$ cat config.mk
export PLATFORM = sky130hd
export DESIGN_NAME = cmu_front
export DESIGN_NICKNAME = d
export VERILOG_FILES = /design/src/sv/complex3x3_matrix_unit_macros.svh /design/src/sv/cmu_pkg.sv /design/src/sv/cmu_front.sv
export SDC_FILE = /design/constraint.sdc
export NUM_CORES = 1
export LEC_CHECK = 0
export BUFFER_PORTS_ARGS = -buffer_cell sky130_fd_sc_hd__buf_4
export CAP_MARGIN = 20
export CELL_PAD_IN_SITES_DETAIL_PLACEMENT = 0
export CELL_PAD_IN_SITES_GLOBAL_PLACEMENT = 2
export CORE_MARGIN = 3
export CORE_UTILIZATION = 37
export CTS_CLUSTER_DIAMETER = 50
export DETAILED_ROUTE_END_ITERATION = 10
export GPL_TIMING_DRIVEN = 1
export PLACE_DENSITY = 0.88
export SLEW_MARGIN = 30
export SYNTH_ARGS = -nofsm -noshare
export SYNTH_HDL_FRONTEND = slang
export SYNTH_SLANG_ARGS = --single-unit
export TNS_END_PERCENT = 50
$ cat constraint.sdc
create_clock -name i_clk -period 5.6 [get_ports i_clk]
set_clock_uncertainty 0.15 [all_clocks]
set_input_delay 0.28 -clock i_clk [delete_from_list [all_inputs] [get_ports i_clk]]
set_output_delay 0.28 -clock i_clk [all_outputs]
set_load 0.02 [all_outputs]
$ cat src/sv/complex3x3_matrix_unit_macros.svh
// assertion macros used by the matrix unit back end
// expects i_clk and i_rst_n in the scope of each use
`ifndef COMPLEX3X3_MATRIX_UNIT_MACROS_SVH
`define COMPLEX3X3_MATRIX_UNIT_MACROS_SVH

// same-cycle implication
`define CMU_ASSERT_IMP(lbl, ante, cons, msg) \
    lbl: assert property (@(posedge i_clk) disable iff (!i_rst_n) (ante) |-> (cons)) \
        else $error(msg);

// next-cycle implication
`define CMU_ASSERT_NXT(lbl, ante, cons, msg) \
    lbl: assert property (@(posedge i_clk) disable iff (!i_rst_n) (ante) |=> (cons)) \
        else $error(msg);

`endif

$ cat src/sv/cmu_pkg.sv
// types, constants and term decoder for the 3x3 complex matrix unit
// no dependencies
package cmu_pkg;

    localparam int WORD_BITS   = 32;
    localparam int FRAC_BITS   = 24;
    localparam int TRUNC_BITS  = 2 * WORD_BITS - FRAC_BITS;
    localparam int SPLIT_BITS  = 16;
    localparam int PROD3_BITS  = WORD_BITS + TRUNC_BITS;
    localparam int ACC_BITS    = 56;
    localparam int IDX_BITS    = 5;
    localparam int NUM_WORDS   = 18;
    localparam int A_DEPTH     = 2 * NUM_WORDS;
    localparam int A_AW        = $clog2(A_DEPTH);
    localparam int QDEPTH      = 2;

    localparam logic [2:0] OP_LOAD_A = 3'd0;
    localparam logic [2:0] OP_LOAD_B = 3'd1;
    localparam logic [2:0] OP_MUL    = 3'd2;
    localparam logic [2:0] OP_CONJ   = 3'd3;
    localparam logic [2:0] OP_ADJ    = 3'd4;
    localparam logic [2:0] OP_DET    = 3'd5;

    typedef struct packed {
        logic [2:0]          opcode;
        logic [4:0]          word_index;
        logic signed [31:0]  word_value;
    } t_in_item;

    typedef struct packed {
        logic [4:0]          result_index;
        logic signed [31:0]  result_value;
        logic                last_word;
        logic                overflow;
    } t_out_item;

    typedef enum logic [1:0] {CK_LOAD_A, CK_LOAD_B, CK_EXEC} t_cmd_kind;

    typedef struct packed {
        t_cmd_kind              kind;
        logic [2:0]             op;
        logic [IDX_BITS-1:0]    idx;
        logic [WORD_BITS-1:0]   value;
    } t_cmd;

    typedef enum logic [1:0] {TK_DIRECT, TK_PROD2, TK_PROD3} t_term_kind;

    typedef struct packed {
        t_term_kind           kind;
        logic                 neg;
        logic [IDX_BITS-1:0]  xa;
        logic [IDX_BITS-1:0]  ya;
        logic                 yb;
        logic [IDX_BITS-1:0]  za;
        logic                 last;
    } t_term;

    function automatic logic [IDX_BITS-1:0] word_addr(input logic [1:0] r,
                                                      input logic [1:0] c,
                                                      input logic imag);
        return IDX_BITS'({r, 1'b0}) + IDX_BITS'(r) + IDX_BITS'(c)
             + (imag ? IDX_BITS'(NUM_WORDS / 2) : IDX_BITS'(0));
    endfunction

    function automatic logic word_last(input logic [2:0] op, input logic [IDX_BITS-1:0] w);
        return (op == OP_DET) ? (w == IDX_BITS'(1)) : (w == IDX_BITS'(NUM_WORDS - 1));
    endfunction

    // one product term of one result word
    function automatic t_term term_desc(input logic [2:0] op,
                                        input logic [IDX_BITS-1:0] w,
                                        input logic [IDX_BITS-1:0] t);
        t_term d;
        logic im;
        logic [3:0] e;
        logic [1:0] i, j, r1, r2, c1, c2, q, p0, p1, p2;
        logic [2:0] p;
        logic pn, fz;
        d  = '0;
        im = (w >= IDX_BITS'(NUM_WORDS / 2));
        e  = im ? 4'(w - IDX_BITS'(NUM_WORDS / 2)) : w[3:0];
        i  = (e >= 4'd6) ? 2'd2 : ((e >= 4'd3) ? 2'd1 : 2'd0);
        j  = 2'(e - (4'({i, 1'b0}) + 4'(i)));
        q  = t[1:0];
        p  = t[4:2];
        r1 = (j == 2'd0) ? 2'd1 : 2'd0;
        r2 = (j == 2'd2) ? 2'd1 : 2'd2;
        c1 = (i == 2'd0) ? 2'd1 : 2'd0;
        c2 = (i == 2'd2) ? 2'd1 : 2'd2;
        p0 = 2'd0; p1 = 2'd1; p2 = 2'd2; pn = 1'b0;
        case (p)
            3'd1:    begin p0 = 2'd0; p1 = 2'd2; p2 = 2'd1; pn = 1'b1; end
            3'd2:    begin p0 = 2'd1; p1 = 2'd0; p2 = 2'd2; pn = 1'b1; end
            3'd3:    begin p0 = 2'd1; p1 = 2'd2; p2 = 2'd0; pn = 1'b0; end
            3'd4:    begin p0 = 2'd2; p1 = 2'd0; p2 = 2'd1; pn = 1'b0; end
            3'd5:    begin p0 = 2'd2; p1 = 2'd1; p2 = 2'd0; pn = 1'b1; end
            default: begin p0 = 2'd0; p1 = 2'd1; p2 = 2'd2; pn = 1'b0; end
        endcase
        case (op)
            OP_MUL: begin
                d.kind = TK_PROD2;
                d.yb   = 1'b1;
                d.xa   = word_addr(i, t[2:1], t[0]);
                d.ya   = word_addr(t[2:1], j, im ? ~t[0] : t[0]);
                d.neg  = ~im & t[0];
                d.last = (t == IDX_BITS'(5));
            end
            OP_CONJ: begin
                d.kind = TK_DIRECT;
                d.xa   = word_addr(j, i, im);
                d.neg  = im;
                d.last = 1'b1;
            end
            OP_ADJ: begin
                d.kind = TK_PROD2;
                d.xa   = word_addr(r1, q[1] ? c2 : c1, q[0]);
                d.ya   = word_addr(r2, q[1] ? c1 : c2, im ? ~q[0] : q[0]);
                d.neg  = (im ? q[1] : (q[0] ^ q[1])) ^ i[0] ^ j[0];
                d.last = (t == IDX_BITS'(3));
            end
            OP_DET: begin
                // w[0] selects the imaginary part
                fz     = w[0] ? ~(q[0] ^ q[1]) : (q[0] ^ q[1]);
                d.kind = TK_PROD3;
                d.xa   = word_addr(2'd0, p0, q[1]);
                d.ya   = word_addr(2'd1, p1, q[0]);
                d.za   = word_addr(2'd2, p2, fz);
                d.neg  = (w[0] ? (q == 2'd3) : (q != 2'd0)) ^ pn;
                d.last = (t == IDX_BITS'(23));
            end
            default: d = '0;
        endcase
        return d;
    endfunction

endpackage

$ cat src/sv/cmu_front.sv
// front end: accepts items, drops no-op items, queues commands
// depends on cmu_pkg
module cmu_front (
    input  logic              i_clk,
    input  logic              i_rst_n,
    input  logic              i_valid,
    output logic              o_ready,
    input  cmu_pkg::t_in_item i_item,
    output logic              o_cmd_valid,
    input  logic              i_cmd_ready,
    output cmu_pkg::t_cmd     o_cmd
);

    localparam int PW = $clog2(cmu_pkg::QDEPTH);

    cmu_pkg::t_cmd        r_q [cmu_pkg::QDEPTH];
    logic [PW-1:0]        r_wp, r_rp;
    logic [PW:0]          r_count;
    logic                 keep, push, pop;
    cmu_pkg::t_cmd        cmd;

    always_comb begin
        keep      = 1'b0;
        cmd.kind  = cmu_pkg::CK_EXEC;
        cmd.op    = i_item.opcode;
        cmd.idx   = i_item.word_index;
        cmd.value = cmu_pkg::WORD_BITS'(i_item.word_value);
        case (i_item.opcode) inside
            cmu_pkg::OP_LOAD_A: begin
                keep     = (i_item.word_index < 5'(cmu_pkg::NUM_WORDS));
                cmd.kind = cmu_pkg::CK_LOAD_A;
            end
            cmu_pkg::OP_LOAD_B: begin
                keep     = (i_item.word_index < 5'(cmu_pkg::NUM_WORDS));
                cmd.kind = cmu_pkg::CK_LOAD_B;
            end
            cmu_pkg::OP_MUL, cmu_pkg::OP_CONJ, cmu_pkg::OP_ADJ, cmu_pkg::OP_DET: begin
                keep = 1'b1;
            end
            default: keep = 1'b0;
        endcase
    end

    assign o_ready     = (r_count != (PW+1)'(cmu_pkg::QDEPTH));
    assign o_cmd_valid = (r_count != '0);
    assign o_cmd       = r_q[r_rp];
    assign push        = i_valid && o_ready && keep;
    assign pop         = o_cmd_valid && i_cmd_ready;

    always_ff @(posedge i_clk) begin
        if (!i_rst_n) begin
            r_wp    <= '0;
            r_rp    <= '0;
            r_count <= '0;
        end else begin
            if (push) begin
                r_q[r_wp] <= cmd;
                r_wp      <= r_wp + 1'b1;
            end
            if (pop) begin
                r_rp <= r_rp + 1'b1;
            end
            r_count <= r_count + (PW+1)'(push) - (PW+1)'(pop);
        end
    end

endmodule

# Word-level counts from Yosys, hierarchy flattened

Memory sizes are Yosys's and may differ from the RTL's. A register that Yosys moved wholly into a read port is not among the register bits.
Cells that the tools add are included.

$add $sub $neg: 4
$mul: 0
Div/mod/pow operators: 0
Magnitude comparators: 1
Equal/unequal tests: 6
Shifts and indexed selects: 0
Mux-type cells: 10
Bitwise operators: 0
Reduce and logical (&&, ||, !) cells: 6

Operators with widths:

| cell                                                             | count |
|---|---|
| 1-bit two-way mux                                                | 8 |
| 3-bit by 2-bit == test with 1-bit output (second input constant) | 2 |
| 3-bit == test (second input constant)                            | 2 |
| 5-bit less-than comparator (second input constant)               | 1 |
| 2-bit two-way mux                                                | 2 |
| 4-bit OR reduction                                               | 1 |
| 3-bit by 1-bit == test with 1-bit output (second input constant) | 1 |
| 1-bit logical AND                                                | 3 |
| 3-bit logical NOT                                                | 1 |
| 1-bit adder (second input constant)                              | 2 |
| 2-bit by 1-bit adder with 2-bit output                           | 1 |
| 2-bit != test (second input constant)                            | 1 |
| 2-bit nonzero test                                               | 1 |
| 2-bit by 1-bit subtractor with 2-bit output                      | 1 |

Bits in registers: 4
Latch bits: 0
Memory bits (writable): 84
Memory bits (read-only): 0
Input port bits: 44
Output and inout port bits: 44
Logic and storage cells: 31
Memories: 1

Memories:

| memory | depth | bits a word | rd ports | clocked after Yosys merged registers in | wr ports | RTL line        | RTL |
|---|---|---|---|---|---|---|---|
| r_q    | 2     | 42          | 1        | 1                                       | 1        | cmu_front.sv:16 | `cmu_pkg::t_cmd r_q [cmu_pkg::QDEPTH];` |

# Logic depth before layout (Yosys ltp)

Depth in word-level cells: 9
Gate-level depth with buffers: 8
Mapped depth without buffers: 8

# Least setup slack after synthesis

No wires, ideal clock.

Path type: register -> register
From: register r_count[0]
To: memory r_q[1][0] (netlist name) (enable)
Library setup time: 0.494 ns
Data arrival time: 3.705 ns
Required time: 4.956 ns
Path slack: 1.251 ns
Cell stages (with the launch flop): 4
Buffers on the path: 0
Clock period less this slack: 4.349 ns
Cells stage by stage: dfxtp_1 -> nand2b_1 -> o311ai_4 -> nor3_1

Cells in the longest elaborated chain, start to end: 6

RTL lines:

| element                                 | RTL line        | RTL |
|---|---|---|
| from (decl)                             | cmu_front.sv:18 | `logic [PW:0] r_count;` |
| from (signal assigned)                  | cmu_front.sv:63 | `r_count <= r_count + (PW+1)'(push) - (PW+1)'(pop);` |
| 2-bit != test                           | cmu_front.sv:44 | `assign o_ready = (r_count != (PW+1)'(cmu_pkg::QDEPTH));` |
| named net o_ready                       | cmu_front.sv:7  | `output logic o_ready,` |
| 1-bit logical AND (2 in a row)          | cmu_front.sv:47 | `assign push = i_valid && o_ready && keep;` |
| 1-bit two-way mux                       | cmu_front.sv:56 | `if (push) begin` |
| 1-bit two-way mux                       | cmu_front.sv:51 | `if (!i_rst_n) begin` |
| 1-bit two-way mux (not written as such) | cmu_front.sv:57 | `r_q[r_wp] <= cmd;` |
| to (decl)                               | cmu_front.sv:16 |  |

The timed path passes the listed nets, and every way through them passes these cells.

# Worst setup path after layout

From: input port i_item[38] (netlist name)
To: memory r_q[1][40] (netlist name) (enable)

Cells in the longest elaborated chain, start to end: 9
Elaborated cells on any way between the ends: 14
Classes of those cells: 5 x eq/ne; 6 x mux; 3 x reduce/logical

RTL lines:

| element                                                                                    | RTL line        | RTL |
|---|---|---|
| from (decl)                                                                                | cmu_front.sv:8  | `input cmu_pkg::t_in_item i_item,` |
| 3-bit by 2-bit == test with 1-bit output (no source line) or 3-bit == test (tied branches) | n/a             |  |
| 4-bit OR reduction                                                                         | cmu_front.sv:28 | `case (i_item.opcode) inside` |
| 1-bit two-way mux (2 in a row)                                                             | cmu_front.sv:28 |  |
| 1-bit two-way mux *                                                                        | cmu_front.sv:28 |  |
| 1-bit logical AND *                                                                        | cmu_front.sv:47 |  |
| 1-bit two-way mux *                                                                        | cmu_front.sv:56 |  |
| 1-bit two-way mux *                                                                        | cmu_front.sv:51 |  |
| 1-bit two-way mux (not written as such) *                                                  | cmu_front.sv:57 |  |

Mark *: on every way between the ends. The rest lies on a longest branch, timed or not.

==> run_results.csv <==
group,metric,value,unit
sta,slew_headroom,0.602,
synth,synthFlopType,"edfxtp_1",
synth,async_reset_ff_frac,0,
route,ant_nets,0,
power,leakagePower,0.00175,uW
sta,worst_pin_slew,0.596,ns
critical_path,crit_slowest_cell,"dlygate4sd3_1",
placement,dpl.hpwl,3.66,mm
clock_tree,max-clock-path-buffers,2,
clock_tree,insertion_delay,0.33,ns
floorplanning,initial_core_util,0.391,
clock_tree,cts_resized,0,
global_routing,overflow,0,
clock_tree,clock-root-buffer,"clkbuf_8",
outcome,outcome,"finished, final reports clean",
critical_path,cp.required,5.44,ns
floorplanning,die_w,101,um
critical_path,worstPathArrival,2.55,ns
critical_path,rrSetupSlack,3.34,ns
floorplanning,std_cell_rows,33,
sta,slew_violations,0,
clock_tree,cts_tree,"done",
critical_path,slowest_delay,0.54,ns
sta,fin_setup_tns,0,ns
power,powerDensity,372,nW/um^2
clock_tree,clkSinkCount,89,
critical_path,critPathKind,"in -> reg",
global_routing,grt_pass1_wl,9.29,mm
floorplanning,core_area,8460,um^2
critical_path,cp_max_fo,31,
finish,drive_gt1_frac,0.498,
floorplanning,die_area,10100,um^2
route,wl_per_cell,14.6,um
critical_path,startpoint_type,"input pin",
placement,portBuffers,87,
synth,synth_edf_count,84,
global_routing,grt_pass1_vias,1959,
route,first_pass_iters,4,
floorplanning,die_h,101,um
floorplanning,ioPinCount,88,
global_routing,antenna_found_initial,0,
finish,fill_cells,690,
sta,rsz0062_at_grt,"false",
critical_path,worst-path-buf-inv,3,
critical_path,rr_startpoint,"r_count[0]",
clock_tree,numCtsBuffers,9,
route,via_per_inst,4.49,
synth,seq_area_frac_synth,0.793,
route,wl,5.91,mm
synth,avgSynthCellArea,20.2,um^2
critical_path,end_kind,"flip-flop",
synth,synth_most_common_cell,"edfxtp_1",
finish,nNetsFinal,345,
critical_path,critPathLaunch,"i_item[38]",
worst_hold_path,worstHoldStart,"i_rst_n",
power,power,1740,uW
synth,synth_fp_nets,210,
power,ir_drop,0.252,mV
route,drt-initial-drc-count,53,
sta,final_hold_viol_count,0,
synth,synth_top_area_share,0.763,
finish,syn_to_final_growth,41.4,%
route,vias,1823,
synth,yosys.area.top_type,"edfxtp_1",
synth,synth.area.top_cells,"edfxtp_1 76%, mux2_2 14%, dfxtp_1 3.0%",
synth,ys_ff_latch,89,
sta,setup_viol,0,
clock_tree,hold_buffers,40,
global_routing,grt_start_max_net_pins,43,
worst_hold_path,hp-class,"in -> reg",
finish,num_antenna_cells,0,
placement,routabilityCongestion,0.667,
sta,period_needed,2.71,ns
job,cap_violations,0,
synth,yosys_warnings,0,
synth,synth_common_cells,"84 x edfxtp_1, 42 x mux2_2, 5 x dfxtp_1, 5 x inv_1, 5 x nor2_1",
clock_tree,cts_max_level,3,
sta,fin_crit_sh,0.483,
critical_path,cp_common_cell,"buf_4",
synth,syn_inst,164,
clock_tree,cts_setup_buffers,0,
synth,ys_types,20,
sta,fmax,369,MHz
synth,synth.cell_area,3310,um^2
critical_path,cp_top_family,"buffers and inverters",
global_routing,grtUsageTotal,0.121,
route,drc,0,
clock_tree,clkTransAtPathRegs,0.07,ns
critical_path,worstPathCellList,"dlygate4sd3_1, buf_4, a21boi_0, o311ai_4, nor3_4, buf_4",
per-layer routing:
layer  vias up  wire, um  track usage
met1       862      2530        0.144
met5         -         0            0
met4         0       112       0.0570
met2        54      2990        0.204
li1        895         -            -
met3        12       286       0.0318
cell usage in the layout, fill, tap and decap left out, types with 2 or more instances in the layout:
| cell | n |
|---|---|
| nand2_1 | 2 |
| nor3_1 | 2 |
| ha_1 | 2 |
| buf_4 | 89 |
| clkbuf_8 | 9 |
| clkinv_2 | 2 |
| mux2_2 | 42 |
| inv_1 | 5 |
| edfxtp_1 | 84 |
| nor2_1 | 4 |
| and2_1 | 2 |
| dlygate4sd3_1 | 40 |
| dfxtp_1 | 4 |
per-stage QoR:
stage                      util  area (um^2)  std cells  hold slack, ns  setup WS, ns
after floorplan               -         3310        164           0.229          1.25
after global placement    0.484         4100        353           0.299          2.81
after detailed placement  0.484         4100        353           0.308          2.77
after CTS                 0.552         4670        406         0.00767          2.57
after global routing      0.553         4680        406          0.0257          2.72
final                     0.553         4680        406          0.0270          2.89
logic make-up (layout without fill, tap and decap cells):
family	count (synthesis)	after routing	synth area share
AOI/OAI and AO/OA	3	3	0.0125
buffers and inverters	10	147	0.0129
and+or+nand+nor	15	15	0.0227
adders and majority gates	2	2	0.00757
muxes	43	43	0.146
DFF	89	89	0.793
xor gates and xnor gates	2	2	0.00530
path summary, 6_finish.rpt:
check | end | depth (start not counted)
hold reg to reg | r_wp | 2
setup / recovery | r_q[1][40] | 6
hold / removal | r_count[0] | 2
setup reg to reg | r_q[1][40] | 4
power by group:
group	switching, uW	internal [uW]	total [uW]	leakage, uW
clock network	200	197	397	0.0000868
registers	58.9	786	844	0.000806
logic	234	264	499	0.000852
total	493	1250	1740	0.00175
state kept, by name, indices dropped and copies added (netlist names), named ones only:
register	cells
r_rp	1
r_q	84
r_wp	1
r_count	2
area by class of cell:
type	count	area, um^2	area share
Sequential cell	89	2630	0.562
Timing Repair Buffer	129	1070	0.228
Multi-Input combinational cell	65	661	0.141
Tap cell	105	131	0.0281
Clock buffer	9	124	0.0265
Clock inverter	4	47.5	0.0102
Inverter	5	18.8	0.00401
worst register-to-register path, delay by kind of cell (launching register included):
kind / cells / cell delay, ns
DFF: 1 / 0.36
AOI/OAI and AO/OA: 1 / 0.19
buffers and inverters: 1 / 0.51
and+or+nand+nor: 2 / 0.70
No activity file was read; power rests on OpenSTA's default activity.
